## config.mk

```make
export PLATFORM = sky130hd
export DESIGN_NAME = multi_slot_alarm_timer_flat
export DESIGN_NICKNAME = d
export VERILOG_FILES = /design/src/sv/msat_pkg.sv /design/src/sv/msat_if.sv /design/src/sv/msat_ram.sv /design/src/sv/msat_alu.sv /design/src/sv/multi_slot_alarm_timer.sv /design/src/flat_wrapper.sv
export SDC_FILE = /design/constraint.sdc
export NUM_CORES = 2
export LEC_CHECK = 0
export ABC_AREA = 1
export BUFFER_PORTS_ARGS = -buffer_cell sky130_fd_sc_hd__buf_2
export CAP_MARGIN = 20
export CORE_MARGIN = 2
export CORE_UTILIZATION = 63
export DETAILED_ROUTE_END_ITERATION = 16
export PLACE_DENSITY = 0.8
export REMOVE_ABC_BUFFERS = 1
export SYNTH_ARGS = -nofsm -noshare
export SYNTH_HDL_FRONTEND = slang
export SYNTH_SLANG_ARGS = --single-unit
```

## constraint.sdc

```tcl
create_clock -name clk -period 10.1 [get_ports clk]
set_clock_uncertainty 0.1 [all_clocks]
set_input_delay 1.01 -clock clk [delete_from_list [all_inputs] [get_ports clk]]
set_output_delay 1.01 -clock clk [all_outputs]
set_load 0.03 [all_outputs]
```

## src/sv/msat_pkg.sv

```systemverilog
// ----------------------------------------------------------------------------
// msat_pkg - shared definitions for the multi-slot alarm timer
// Field widths, command and event codes, and the shared arithmetic unit's
// request and response types.
// ----------------------------------------------------------------------------
package msat_pkg;

  // Field widths
  localparam int CMD_W    = 3;
  localparam int TIME_W   = 64;
  localparam int DELAY_W  = 32;
  localparam int SLOT_W   = 4;
  localparam int KIND_W   = 3;
  localparam int PERIOD_W = 42;

  // Defaults and fixed limits
  localparam int TIMER_SLOTS_DEF = 16;
  localparam int MAX_FIRES       = 16;
  localparam int US_PER_MS       = 1000;

  // Command codes
  localparam logic [CMD_W-1:0] CMD_TICK    = 3'd0;
  localparam logic [CMD_W-1:0] CMD_ARM_ABS = 3'd1;
  localparam logic [CMD_W-1:0] CMD_ARM_DLY = 3'd2;
  localparam logic [CMD_W-1:0] CMD_ARM_PER = 3'd3;
  localparam logic [CMD_W-1:0] CMD_CANCEL  = 3'd4;

  // Event codes
  localparam logic [KIND_W-1:0] EV_ARMED     = 3'd0;
  localparam logic [KIND_W-1:0] EV_FIRED     = 3'd1;
  localparam logic [KIND_W-1:0] EV_CANCELLED = 3'd2;
  localparam logic [KIND_W-1:0] EV_FULL      = 3'd3;
  localparam logic [KIND_W-1:0] EV_NOT_ARMED = 3'd4;

  // Shared compare / saturating add unit
  typedef struct packed {
    logic [TIME_W-1:0] a;
    logic [TIME_W-1:0] b;
  } alu_req_t;

  typedef struct packed {
    logic              lt;   // a < b
    logic [TIME_W-1:0] sum;  // a + b, saturated
  } alu_rsp_t;

endpackage

```

## src/sv/msat_if.sv

```systemverilog
// ----------------------------------------------------------------------------
// msat_if - channel interfaces of the multi-slot alarm timer
// Command channel and event channel, valid/ready handshake.
// ----------------------------------------------------------------------------
interface msat_in_if;
  logic                               valid;
  logic                               ready;
  logic [msat_pkg::CMD_W-1:0]         command;
  logic [msat_pkg::TIME_W-1:0]        now_us;
  logic [msat_pkg::TIME_W-1:0]        target_time_us;
  logic [msat_pkg::DELAY_W-1:0]       delay_ms;
  logic [msat_pkg::SLOT_W-1:0]        slot_to_cancel;

  modport source (output valid, command, now_us, target_time_us, delay_ms,
                  slot_to_cancel, input ready);
  modport sink   (input valid, command, now_us, target_time_us, delay_ms,
                  slot_to_cancel, output ready);
endinterface

interface msat_out_if;
  logic                        valid;
  logic                        ready;
  logic [msat_pkg::KIND_W-1:0] event_kind;
  logic [msat_pkg::SLOT_W-1:0] slot_id;
  logic                        last_of_run;

  modport source (output valid, event_kind, slot_id, last_of_run, input ready);
  modport sink   (input valid, event_kind, slot_id, last_of_run, output ready);
endinterface

```

## src/sv/msat_ram.sv

```systemverilog
// ----------------------------------------------------------------------------
// msat_ram - slot table memory
// One write port, one read port, registered read data.
// ----------------------------------------------------------------------------
module msat_ram #(
  parameter int DEPTH = msat_pkg::TIMER_SLOTS_DEF,
  parameter int WIDTH = msat_pkg::TIME_W
) (
  input  logic                                    clk,
  input  logic                                    we,
  input  logic [((DEPTH > 1) ? $clog2(DEPTH) : 1)-1:0] waddr,
  input  logic [WIDTH-1:0]                        wdata,
  input  logic [((DEPTH > 1) ? $clog2(DEPTH) : 1)-1:0] raddr,
  output logic [WIDTH-1:0]                        rdata
);

  logic [WIDTH-1:0] mem [DEPTH];

  // write port
  always_ff @(posedge clk) begin
    if (we) begin
      mem[waddr] <= wdata;
    end
  end

  // registered read port
  always_ff @(posedge clk) begin
    rdata <= mem[raddr];
  end

endmodule

```

## src/sv/msat_alu.sv

```systemverilog
// ----------------------------------------------------------------------------
// msat_alu - shared 64-bit compare and saturating add
// One magnitude compare and one adder, used by the find, due, pick and fire steps.
// ----------------------------------------------------------------------------
module msat_alu (
  input  msat_pkg::alu_req_t req,
  output msat_pkg::alu_rsp_t rsp
);

  logic [msat_pkg::TIME_W:0] sum_full;

  // unsigned compare
  assign rsp.lt = (req.a < req.b);

  // add with saturation at all ones
  assign sum_full = {1'b0, req.a} + {1'b0, req.b};
  assign rsp.sum  = sum_full[msat_pkg::TIME_W] ? '1 : sum_full[msat_pkg::TIME_W-1:0];

endmodule

```

## src/sv/multi_slot_alarm_timer.sv

```systemverilog
// ----------------------------------------------------------------------------
// multi_slot_alarm_timer - table of one-shot and periodic alarm slots
//
//   channel | dir | payload                                            | transfer
//   in_ch   | in  | command, now_us, target_time_us, delay_ms,         | valid & ready
//           |     | slot_to_cancel                                     |
//   out_ch  | out | event_kind, slot_id, last_of_run                   | valid & ready
//
// One command at a time; in_ch.ready is high only while the sequencer idles.
// Cancel is decided at decode; arm walks the N slots for the lowest free one
// and reports the table full when none is free.
// Tick: one scan marks due slots, then one scan per fire picks the next,
// each a serial walk through the expiry memory's single read port.
// Synchronous active-low reset clears all slots; a stalled out_ch holds
// the sequencer in its emit step.
// ----------------------------------------------------------------------------
module multi_slot_alarm_timer #(
  parameter int TIMER_SLOTS = msat_pkg::TIMER_SLOTS_DEF
) (
  input logic              clk,
  input logic              rst_n,
  msat_in_if.sink          in_ch,
  msat_out_if.source       out_ch
);

  localparam int N  = TIMER_SLOTS;
  localparam int IW = (N > 1) ? $clog2(N) : 1;
  localparam int CW = $clog2(N + 1);
  localparam int FW = $clog2(msat_pkg::MAX_FIRES);
  localparam int PW = msat_pkg::PERIOD_W + 1;
  localparam int TW = msat_pkg::TIME_W;

  typedef enum logic [2:0] {
    S_IDLE, S_DECODE, S_FIND, S_DUE, S_PICK, S_PDEC, S_FIRE, S_EMIT
  } state_t;

  // control
  state_t                          state_r,     state_nxt;
  state_t                          after_r,     after_nxt;
  logic [CW-1:0]                   cnt_r,       cnt_nxt;
  logic [N-1:0]                    armed_r,     armed_nxt;
  logic [N-1:0]                    due_r,       due_nxt;
  logic                            have_r,      have_nxt;
  logic [FW-1:0]                   fires_r,     fires_nxt;
  logic                            out_valid_r, out_valid_nxt;

  // payload
  logic [msat_pkg::CMD_W-1:0]      cmd_r,       cmd_nxt;
  logic [TW-1:0]                   now_r,       now_nxt;
  logic [TW-1:0]                   target_r,    target_nxt;
  logic [msat_pkg::DELAY_W-1:0]    delay_r,     delay_nxt;
  logic [msat_pkg::SLOT_W-1:0]     victim_r,    victim_nxt;
  logic [msat_pkg::PERIOD_W-1:0]   dly_us_r,    dly_us_nxt;
  logic [IW-1:0]                   best_r,      best_nxt;
  logic [TW-1:0]                   best_exp_r,  best_exp_nxt;
  logic [msat_pkg::KIND_W-1:0]     res_kind_r,  res_kind_nxt;
  logic [msat_pkg::SLOT_W-1:0]     res_slot_r,  res_slot_nxt;
  logic                            res_last_r,  res_last_nxt;
  logic [msat_pkg::KIND_W-1:0]     out_kind_r,  out_kind_nxt;
  logic [msat_pkg::SLOT_W-1:0]     out_slot_r,  out_slot_nxt;
  logic                            out_last_r,  out_last_nxt;

  // memories and shared unit
  logic                            exp_we;
  logic [IW-1:0]                   exp_waddr;
  logic [TW-1:0]                   exp_wdata;
  logic [TW-1:0]                   exp_q;
  logic                            per_we;
  logic [PW-1:0]                   per_wdata;
  logic [PW-1:0]                   per_q;
  msat_pkg::alu_req_t              alu_req;
  msat_pkg::alu_rsp_t              alu_rsp;

  // helpers
  logic                            out_free;
  logic                            scan_end;
  logic [IW-1:0]                   scan_idx;
  logic [IW-1:0]                   proc_idx;
  logic [IW-1:0]                   victim_idx;
  logic                            victim_ok;
  logic [msat_pkg::PERIOD_W-1:0]   dly_eff;
  logic [msat_pkg::PERIOD_W-1:0]   per_eff;
  logic [N-1:0]                    best_mask;
  logic                            more_due;
  logic                            fire_last;

  msat_ram #(.DEPTH(N), .WIDTH(TW)) u_exp_ram (
    .clk   (clk),
    .we    (exp_we),
    .waddr (exp_waddr),
    .wdata (exp_wdata),
    .raddr (scan_idx),
    .rdata (exp_q)
  );

  msat_ram #(.DEPTH(N), .WIDTH(PW)) u_per_ram (
    .clk   (clk),
    .we    (per_we),
    .waddr (scan_idx),
    .wdata (per_wdata),
    .raddr (best_r),
    .rdata (per_q)
  );

  msat_alu u_alu (
    .req (alu_req),
    .rsp (alu_rsp)
  );

  // handshake and helper terms
  assign in_ch.ready        = (state_r == S_IDLE);
  assign out_ch.valid       = out_valid_r;
  assign out_ch.event_kind  = out_kind_r;
  assign out_ch.slot_id     = out_slot_r;
  assign out_ch.last_of_run = out_last_r;

  assign out_free   = !out_valid_r || out_ch.ready;
  assign scan_end   = (cnt_r == CW'(N));
  assign scan_idx   = cnt_r[IW-1:0];
  assign proc_idx   = IW'(cnt_r - CW'(1));
  assign victim_idx = IW'(victim_r);
  assign victim_ok  = (int'(victim_r) < N) && armed_r[victim_idx];
  assign dly_eff    = (dly_us_r == '0) ? msat_pkg::PERIOD_W'(1) : dly_us_r;
  assign per_eff    = (per_q[PW-2:0] == '0) ? msat_pkg::PERIOD_W'(1) : per_q[PW-2:0];
  assign best_mask  = N'(1) << best_r;
  assign more_due   = |(due_r & ~best_mask);
  assign fire_last  = !more_due || (fires_r == FW'(msat_pkg::MAX_FIRES - 1));

  // shared unit operand select
  always_comb begin
    alu_req.a = now_r;
    alu_req.b = exp_q;
    unique case (state_r)
      S_FIND:  alu_req.b = TW'(dly_us_r);
      S_PICK: begin
        alu_req.a = exp_q;
        alu_req.b = best_exp_r;
      end
      S_FIRE:  alu_req.b = TW'(per_eff);
      default: alu_req.b = exp_q;
    endcase
  end

  // sequencer next state
  always_comb begin
    state_nxt     = state_r;
    after_nxt     = after_r;
    cnt_nxt       = cnt_r;
    armed_nxt     = armed_r;
    due_nxt       = due_r;
    have_nxt      = have_r;
    fires_nxt     = fires_r;
    cmd_nxt       = cmd_r;
    now_nxt       = now_r;
    target_nxt    = target_r;
    delay_nxt     = delay_r;
    victim_nxt    = victim_r;
    dly_us_nxt    = dly_us_r;
    best_nxt      = best_r;
    best_exp_nxt  = best_exp_r;
    res_kind_nxt  = res_kind_r;
    res_slot_nxt  = res_slot_r;
    res_last_nxt  = res_last_r;
    out_valid_nxt = out_valid_r && !out_ch.ready;
    out_kind_nxt  = out_kind_r;
    out_slot_nxt  = out_slot_r;
    out_last_nxt  = out_last_r;
    exp_we        = 1'b0;
    exp_waddr     = scan_idx;
    exp_wdata     = alu_rsp.sum;
    per_we        = 1'b0;
    per_wdata     = {(cmd_r == msat_pkg::CMD_ARM_PER),
                     (cmd_r == msat_pkg::CMD_ARM_PER) ? dly_eff : '0};

    unique case (state_r)
      // capture the command transfer
      S_IDLE: begin
        if (in_ch.valid) begin
          cmd_nxt    = in_ch.command;
          now_nxt    = in_ch.now_us;
          target_nxt = in_ch.target_time_us;
          delay_nxt  = in_ch.delay_ms;
          victim_nxt = in_ch.slot_to_cancel;
          state_nxt  = S_DECODE;
        end
      end

      // scale the delay, dispatch on command
      S_DECODE: begin
        dly_us_nxt = msat_pkg::PERIOD_W'(delay_r) *
                     msat_pkg::PERIOD_W'(msat_pkg::US_PER_MS);
        cnt_nxt    = '0;
        have_nxt   = 1'b0;
        fires_nxt  = '0;
        after_nxt  = S_IDLE;
        if (cmd_r == msat_pkg::CMD_TICK) begin
          state_nxt = S_DUE;
        end else if (cmd_r == msat_pkg::CMD_ARM_ABS || cmd_r == msat_pkg::CMD_ARM_DLY ||
                     cmd_r == msat_pkg::CMD_ARM_PER) begin
          state_nxt = S_FIND;
        end else if (cmd_r == msat_pkg::CMD_CANCEL) begin
          // event carries the requested slot number as given
          res_slot_nxt = victim_r;
          res_last_nxt = 1'b1;
          if (victim_ok) begin
            armed_nxt[victim_idx] = 1'b0;
            res_kind_nxt          = msat_pkg::EV_CANCELLED;
          end else begin
            res_kind_nxt          = msat_pkg::EV_NOT_ARMED;
          end
          state_nxt = S_EMIT;
        end else begin
          state_nxt = S_IDLE;
        end
      end

      // walk for the lowest free slot and fill it
      S_FIND: begin
        res_last_nxt = 1'b1;
        if (scan_end) begin
          res_kind_nxt = msat_pkg::EV_FULL;
          res_slot_nxt = '0;
          state_nxt    = S_EMIT;
        end else if (!armed_r[scan_idx]) begin
          exp_we              = 1'b1;
          exp_wdata           = (cmd_r == msat_pkg::CMD_ARM_ABS) ? target_r : alu_rsp.sum;
          per_we              = 1'b1;
          armed_nxt[scan_idx] = 1'b1;
          res_kind_nxt        = msat_pkg::EV_ARMED;
          res_slot_nxt        = msat_pkg::SLOT_W'(scan_idx);
          state_nxt           = S_EMIT;
        end else begin
          cnt_nxt = cnt_r + CW'(1);
        end
      end

      // fix the due set: armed and expiry <= now
      S_DUE: begin
        if (cnt_r != '0) begin
          due_nxt[proc_idx] = armed_r[proc_idx] && !alu_rsp.lt;
        end
        if (scan_end) begin
          cnt_nxt   = '0;
          have_nxt  = 1'b0;
          state_nxt = S_PICK;
        end else begin
          cnt_nxt = cnt_r + CW'(1);
        end
      end

      // earliest due expiry, strict compare keeps the lower slot on ties
      S_PICK: begin
        if (cnt_r != '0 && due_r[proc_idx] && (!have_r || alu_rsp.lt)) begin
          have_nxt     = 1'b1;
          best_nxt     = proc_idx;
          best_exp_nxt = exp_q;
        end
        if (scan_end) begin
          state_nxt = S_PDEC;
        end else begin
          cnt_nxt = cnt_r + CW'(1);
        end
      end

      // period read of the chosen slot is in flight
      S_PDEC: begin
        state_nxt = have_r ? S_FIRE : S_IDLE;
      end

      // re-arm or free the chosen slot, queue its event
      S_FIRE: begin
        if (per_q[PW-1]) begin
          exp_we    = 1'b1;
          exp_waddr = best_r;
          exp_wdata = alu_rsp.sum;
        end else begin
          armed_nxt[best_r] = 1'b0;
        end
        due_nxt[best_r] = 1'b0;
        fires_nxt       = fires_r + FW'(1);
        res_kind_nxt    = msat_pkg::EV_FIRED;
        res_slot_nxt    = msat_pkg::SLOT_W'(best_r);
        res_last_nxt    = fire_last;
        after_nxt       = fire_last ? S_IDLE : S_PICK;
        cnt_nxt         = '0;
        have_nxt        = 1'b0;
        state_nxt       = S_EMIT;
      end

      // hand the event to the output register once it is free
      S_EMIT: begin
        if (out_free) begin
          out_valid_nxt = 1'b1;
          out_kind_nxt  = res_kind_r;
          out_slot_nxt  = res_slot_r;
          out_last_nxt  = res_last_r;
          state_nxt     = after_r;
        end
      end

      default: state_nxt = S_IDLE;
    endcase
  end

  // state and registered outputs
  always_ff @(posedge clk) begin
    if (!rst_n) begin
      state_r     <= S_IDLE;
      after_r     <= S_IDLE;
      cnt_r       <= '0;
      armed_r     <= '0;
      due_r       <= '0;
      have_r      <= 1'b0;
      fires_r     <= '0;
      out_valid_r <= 1'b0;
    end else begin
      state_r     <= state_nxt;
      after_r     <= after_nxt;
      cnt_r       <= cnt_nxt;
      armed_r     <= armed_nxt;
      due_r       <= due_nxt;
      have_r      <= have_nxt;
      fires_r     <= fires_nxt;
      out_valid_r <= out_valid_nxt;
    end
    cmd_r      <= cmd_nxt;
    now_r      <= now_nxt;
    target_r   <= target_nxt;
    delay_r    <= delay_nxt;
    victim_r   <= victim_nxt;
    dly_us_r   <= dly_us_nxt;
    best_r     <= best_nxt;
    best_exp_r <= best_exp_nxt;
    res_kind_r <= res_kind_nxt;
    res_slot_r <= res_slot_nxt;
    res_last_r <= res_last_nxt;
    out_kind_r <= out_kind_nxt;
    out_slot_r <= out_slot_nxt;
    out_last_r <= out_last_nxt;
  end

`ifndef NO_ASSERTIONS
  // a fire always has a chosen slot that is due and armed
  a_fire_has_best: assert property (@(posedge clk) disable iff (!rst_n)
    (state_r == S_FIRE) |-> (have_r && due_r[best_r] && armed_r[best_r]))
    else $error("fire step without a due armed slot");

  // only a fire can be followed by more events of the same command
  a_single_last: assert property (@(posedge clk) disable iff (!rst_n)
    (out_valid_r && out_kind_r != msat_pkg::EV_FIRED) |-> out_last_r)
    else $error("non-fire event without last mark");

  // a blocked output keeps the sequencer in its emit step
  a_emit_holds: assert property (@(posedge clk) disable iff (!rst_n)
    (state_r == S_EMIT && out_valid_r && !out_ch.ready) |=> (state_r == S_EMIT))
    else $error("emit step left while output stalled");

  // after a last event the block returns to idle
  a_last_to_idle: assert property (@(posedge clk) disable iff (!rst_n)
    (state_r == S_EMIT && out_free && res_last_r) |=> (state_r == S_IDLE))
    else $error("last event not followed by idle");
`endif

endmodule
```

## src/flat_wrapper.sv

```systemverilog
// flat-port wrapper written by rule: the top's interface ports become plain ports
module multi_slot_alarm_timer_flat 
#(
  parameter int TIMER_SLOTS = msat_pkg::TIMER_SLOTS_DEF
)
  (clk, rst_n, in_ch_valid, in_ch_command, in_ch_now_us, in_ch_target_time_us, in_ch_delay_ms, in_ch_slot_to_cancel, in_ch_ready, out_ch_valid, out_ch_event_kind, out_ch_slot_id, out_ch_last_of_run, out_ch_ready);
  msat_in_if in_ch_i ();
  msat_out_if out_ch_i ();
  input logic clk;
  input logic rst_n;
  input wire logic [$bits(in_ch_i.valid)-1:0] in_ch_valid;
  input wire logic [$bits(in_ch_i.command)-1:0] in_ch_command;
  input wire logic [$bits(in_ch_i.now_us)-1:0] in_ch_now_us;
  input wire logic [$bits(in_ch_i.target_time_us)-1:0] in_ch_target_time_us;
  input wire logic [$bits(in_ch_i.delay_ms)-1:0] in_ch_delay_ms;
  input wire logic [$bits(in_ch_i.slot_to_cancel)-1:0] in_ch_slot_to_cancel;
  output wire logic [$bits(in_ch_i.ready)-1:0] in_ch_ready;
  output wire logic [$bits(out_ch_i.valid)-1:0] out_ch_valid;
  output wire logic [$bits(out_ch_i.event_kind)-1:0] out_ch_event_kind;
  output wire logic [$bits(out_ch_i.slot_id)-1:0] out_ch_slot_id;
  output wire logic [$bits(out_ch_i.last_of_run)-1:0] out_ch_last_of_run;
  input wire logic [$bits(out_ch_i.ready)-1:0] out_ch_ready;
  assign in_ch_i.valid = in_ch_valid;
  assign in_ch_i.command = in_ch_command;
  assign in_ch_i.now_us = in_ch_now_us;
  assign in_ch_i.target_time_us = in_ch_target_time_us;
  assign in_ch_i.delay_ms = in_ch_delay_ms;
  assign in_ch_i.slot_to_cancel = in_ch_slot_to_cancel;
  assign in_ch_ready = in_ch_i.ready;
  assign out_ch_valid = out_ch_i.valid;
  assign out_ch_event_kind = out_ch_i.event_kind;
  assign out_ch_slot_id = out_ch_i.slot_id;
  assign out_ch_last_of_run = out_ch_i.last_of_run;
  assign out_ch_i.ready = out_ch_ready;
  multi_slot_alarm_timer #(.TIMER_SLOTS(TIMER_SLOTS)) u_core (.clk(clk), .rst_n(rst_n), .in_ch(in_ch_i), .out_ch(out_ch_i));
endmodule
```

==> results.sh <==
export IMPL_cp_slowest_cell="inv_2"
export IMPL_final_cell_mix="1,970 x edfxtp_1, 1,044 x nand2_1, 922 x nor2_1"
export IMPL_setup_violations=0
export IMPL_die_y_um=389
export IMPL_end_kind="flop"
export IMPL_cts_sinks=2122
export IMPL_initial_utilization_pct=63.3
export IMPL_vias=66000
export IMPL_synth_cell_types=59
export IMPL_ys_seq_area_share_pct=66.7
export IMPL_async_flop_share_pct=0
export IMPL_hold_class="in2reg"
export IMPL_grt_overflow_total=0
export IMPL_tns_ps=0
export IMPL_hpwlAfterDp_um=168000
export IMPL_period_minus_slack_ps=6010
export IMPL_synth_edf_count=1970
export IMPL_cts_setup_buffers=0
export IMPL_root_buffer="clkbuf_16"
export IMPL_grt_pass1_vias=63800
export IMPL_drt_iter0_markers=9913
export IMPL_path_max_fanout=73
export IMPL_path_class="reg2reg"
export IMPL_critPathArrivalTime_ps=6410
export IMPL_ys_flop_type="edfxtp_1"
export IMPL_required_ps=10510
export IMPL_syn_area_sq_um=93300
export IMPL_post_route_cells_drive_above_1_share_pct=8.32
export IMPL_hold_viol_final=0
export IMPL_status="finished, final reports clean"
export IMPL_rrSetupSlack_ps=4090
export IMPL_grt_first_pass_wirelength_um=403000
export IMPL_wl_per_cell_um=27.4
export IMPL_io_pin_count=181
export IMPL_num_rows=141
export IMPL_yosys_warnings=0
export IMPL_htree_levels=4
export IMPL_synth_seq_cells=2122
export IMPL_grt_use_total_pct=36.3
export IMPL_ctsHoldBuffers=0
export IMPL_nets=8555
export IMPL_maxSlewHeadroom_pct=16.3
export IMPL_drt_pass1_iterations=6
export IMPL_avgSynthCellArea_sq_um=11.8
export IMPL_crit_path_frequent_cell="nand2_1"
export IMPL_fp_dieW_um=389
export IMPL_path_cells="nor2_1, nand2_4, inv_2, or2_2, o21ai_0, inv_1, ha_1, inv_1, fa_1, nand3b_1, nand2_1, nand2_1, nand2_1, nand2_1, nand2_1, nand2_1, nand2_1, nand3_1, nand3_1, nand2_1, nand2_1, nor2_1, nor2_1"
export IMPL_antenna_found_initial=22
export IMPL_postSynthCellCount=7930
export IMPL_dieArea_sq_um=151000
export IMPL_drc=0
export IMPL_clk_pin_slew_ps=60
export IMPL_stdcell_area_sq_um=103000
export IMPL_finalWirelength_um=278000
export IMPL_cts_tree="yes"
export IMPL_final_common_cell="edfxtp_1"
export IMPL_rsz0062_at_grt="no"
export IMPL_numCtsBuffers=202
export IMPL_core_sq_um=147000
export IMPL_start_kind="flop"
export IMPL_viasPerCell=6.50
export IMPL_syn2layout_area_growth_pct=10.3
export IMPL_ant_nets=0
export IMPL_placed_cell_area_sq_um=96100
export IMPL_ctsResizeCount=0
export IMPL_finalCritPeriodShare_pct=59.5
export IMPL_max_stage_delay_ps=950
export IMPL_max_cap_violations=0
export IMPL_grt_max_degree=224
export IMPL_timing_fmax_mhz=166
export IMPL_gp_congestion=1.03
export IMPL_slew_viol_final=0
export IMPL_insertion_delay_ps=860
export IMPL_clock_path_buffers=3
export IMPL_worst_slew_pin_slew_ps=1260
export IMPL_port_buffer_count=180
## metal layers
layer / wire (um) / share of wire [%] / global-route usage [%] / up-vias
met1: 99700 / 36 / 48.1 / 31700
li1: - / - / - / 28600
met4: 15300 / 5.5 / 18.2 / 28
met2: 127000 / 46 / 56.1 / 4751
met3: 35600 / 13 / 9.43 / 884
met5: 170 / 0.061 / 0 / -
## path summary, 6_finish.rpt
check | start | endpoint | cells past startpoint
setup / recovery | u_core.state_r[0]$_SDFFE_PN0P_ | u_core.u_exp_ram.mem[14][50]$_DFFE_PP_ | 23
hold reg to reg | u_core.res_kind_r[1]$_DFFE_PP_ | u_core.out_ch.event_kind[1]$_DFFE_PP_ | 0
hold / removal | in_ch_target_time_us[13] | u_core.target_r[13]$_DFFE_PP_ | 1
setup reg to reg | u_core.state_r[0]$_SDFFE_PN0P_ | u_core.u_exp_ram.mem[14][50]$_DFFE_PP_ | 23
## synthesized netlist by cell type (11+ instances only)
cell	instances	share of area, %
buf_1	25	0.10
o21bai_1	19	0.15
inv_1	701	2.8
xnor2_1	14	0.13
nor4_1	27	0.18
nor3_1	43	0.23
nand4_1	102	0.68
o211ai_1	43	0.35
nand2_2	11	0.074
nor2_2	11	0.074
a21o_1	15	0.12
o21ai_1	11	0.059
xor2_1	57	0.54
a21oi_1	416	2.2
a22oi_1	335	2.7
or4_1	41	0.33
o21ai_0	738	4.0
o22ai_1	297	2.0
ha_1	218	2.9
inv_2	17	0.068
nand3_1	121	0.65
dfxtp_1	152	3.3
buf_2	68	0.36
clkbuf_1	266	1.1
o221ai_1	16	0.15
nor2_1	944	3.8
nand2_1	1046	4.2
edfxtp_1	1970	63
fa_1	119	2.6
## kinds of logic (layout without fill, tap and decap cells)
| family | Yosys count | after routing | share of synthesized area [%] |
|---|---|---|---|
| AOI/OAI and AO/OA | 1932 | 1932 | 12.1 |
| xor gates and xnor gates | 72 | 72 | 0.684 |
| DFF | 2122 | 2122 | 66.7 |
| buffers and inverters | 1092 | 1387 | 4.56 |
| other | 0 | 6 | 0 |
| adders and majority gates | 337 | 337 | 5.48 |
| and+or+nand+nor | 2375 | 2375 | 10.5 |
## metrics by stage
stage	hold WS [ps]	setup slack, ps	cells	utilization [%]
floorplan	300	-14780	7560	-
global route	209	3710	10200	69.9
detailed placement	305	4200	9770	65.3
global placement	302	4420	9769	65.3
finish	220	4090	10200	69.9
CTS	181	4270	10200	69.8
## critical path: cells and delay by family (launching register included)
family | cells | cell delay (ps)
adder cells (fa/ha/maj) | 2 | 590
AND/OR/NAND/NOR | 17 | 3300
buffers and inverters | 3 | 1110
AO/OA/AOI/OAI | 1 | 110
flip-flops | 1 | 410
## final cells by class
class | instances | area [sq um]
Antenna cell | 6 | 15.0
Clock buffer | 266 | 5490
Clock inverter | 116 | 1230
Fill cell | 9787 | 44400
Inverter | 722 | 2730
Multi-Input combinational cell | 4716 | 27100
Sequential cell | 2122 | 62200
Tap cell | 1930 | 2410
Timing Repair Buffer | 283 | 1740
## sequential cells by signal (all words and copies together) (netlist names), 5 cells and up
register,count
u_core.armed_r,16
u_core.best_exp_r,64
u_core.cnt_r,5
u_core.delay_r,32
u_core.dly_us_r,39
u_core.due_r,16
u_core.now_r,64
u_core.target_r,64
u_core.u_exp_ram.mem,1024
u_core.u_exp_ram.rdata,64
u_core.u_per_ram.mem,656
u_core.u_per_ram.rdata,41
Power is not shown: default switching activity piles up to over one toggle a cycle in this logic, so the estimate is an artifact.
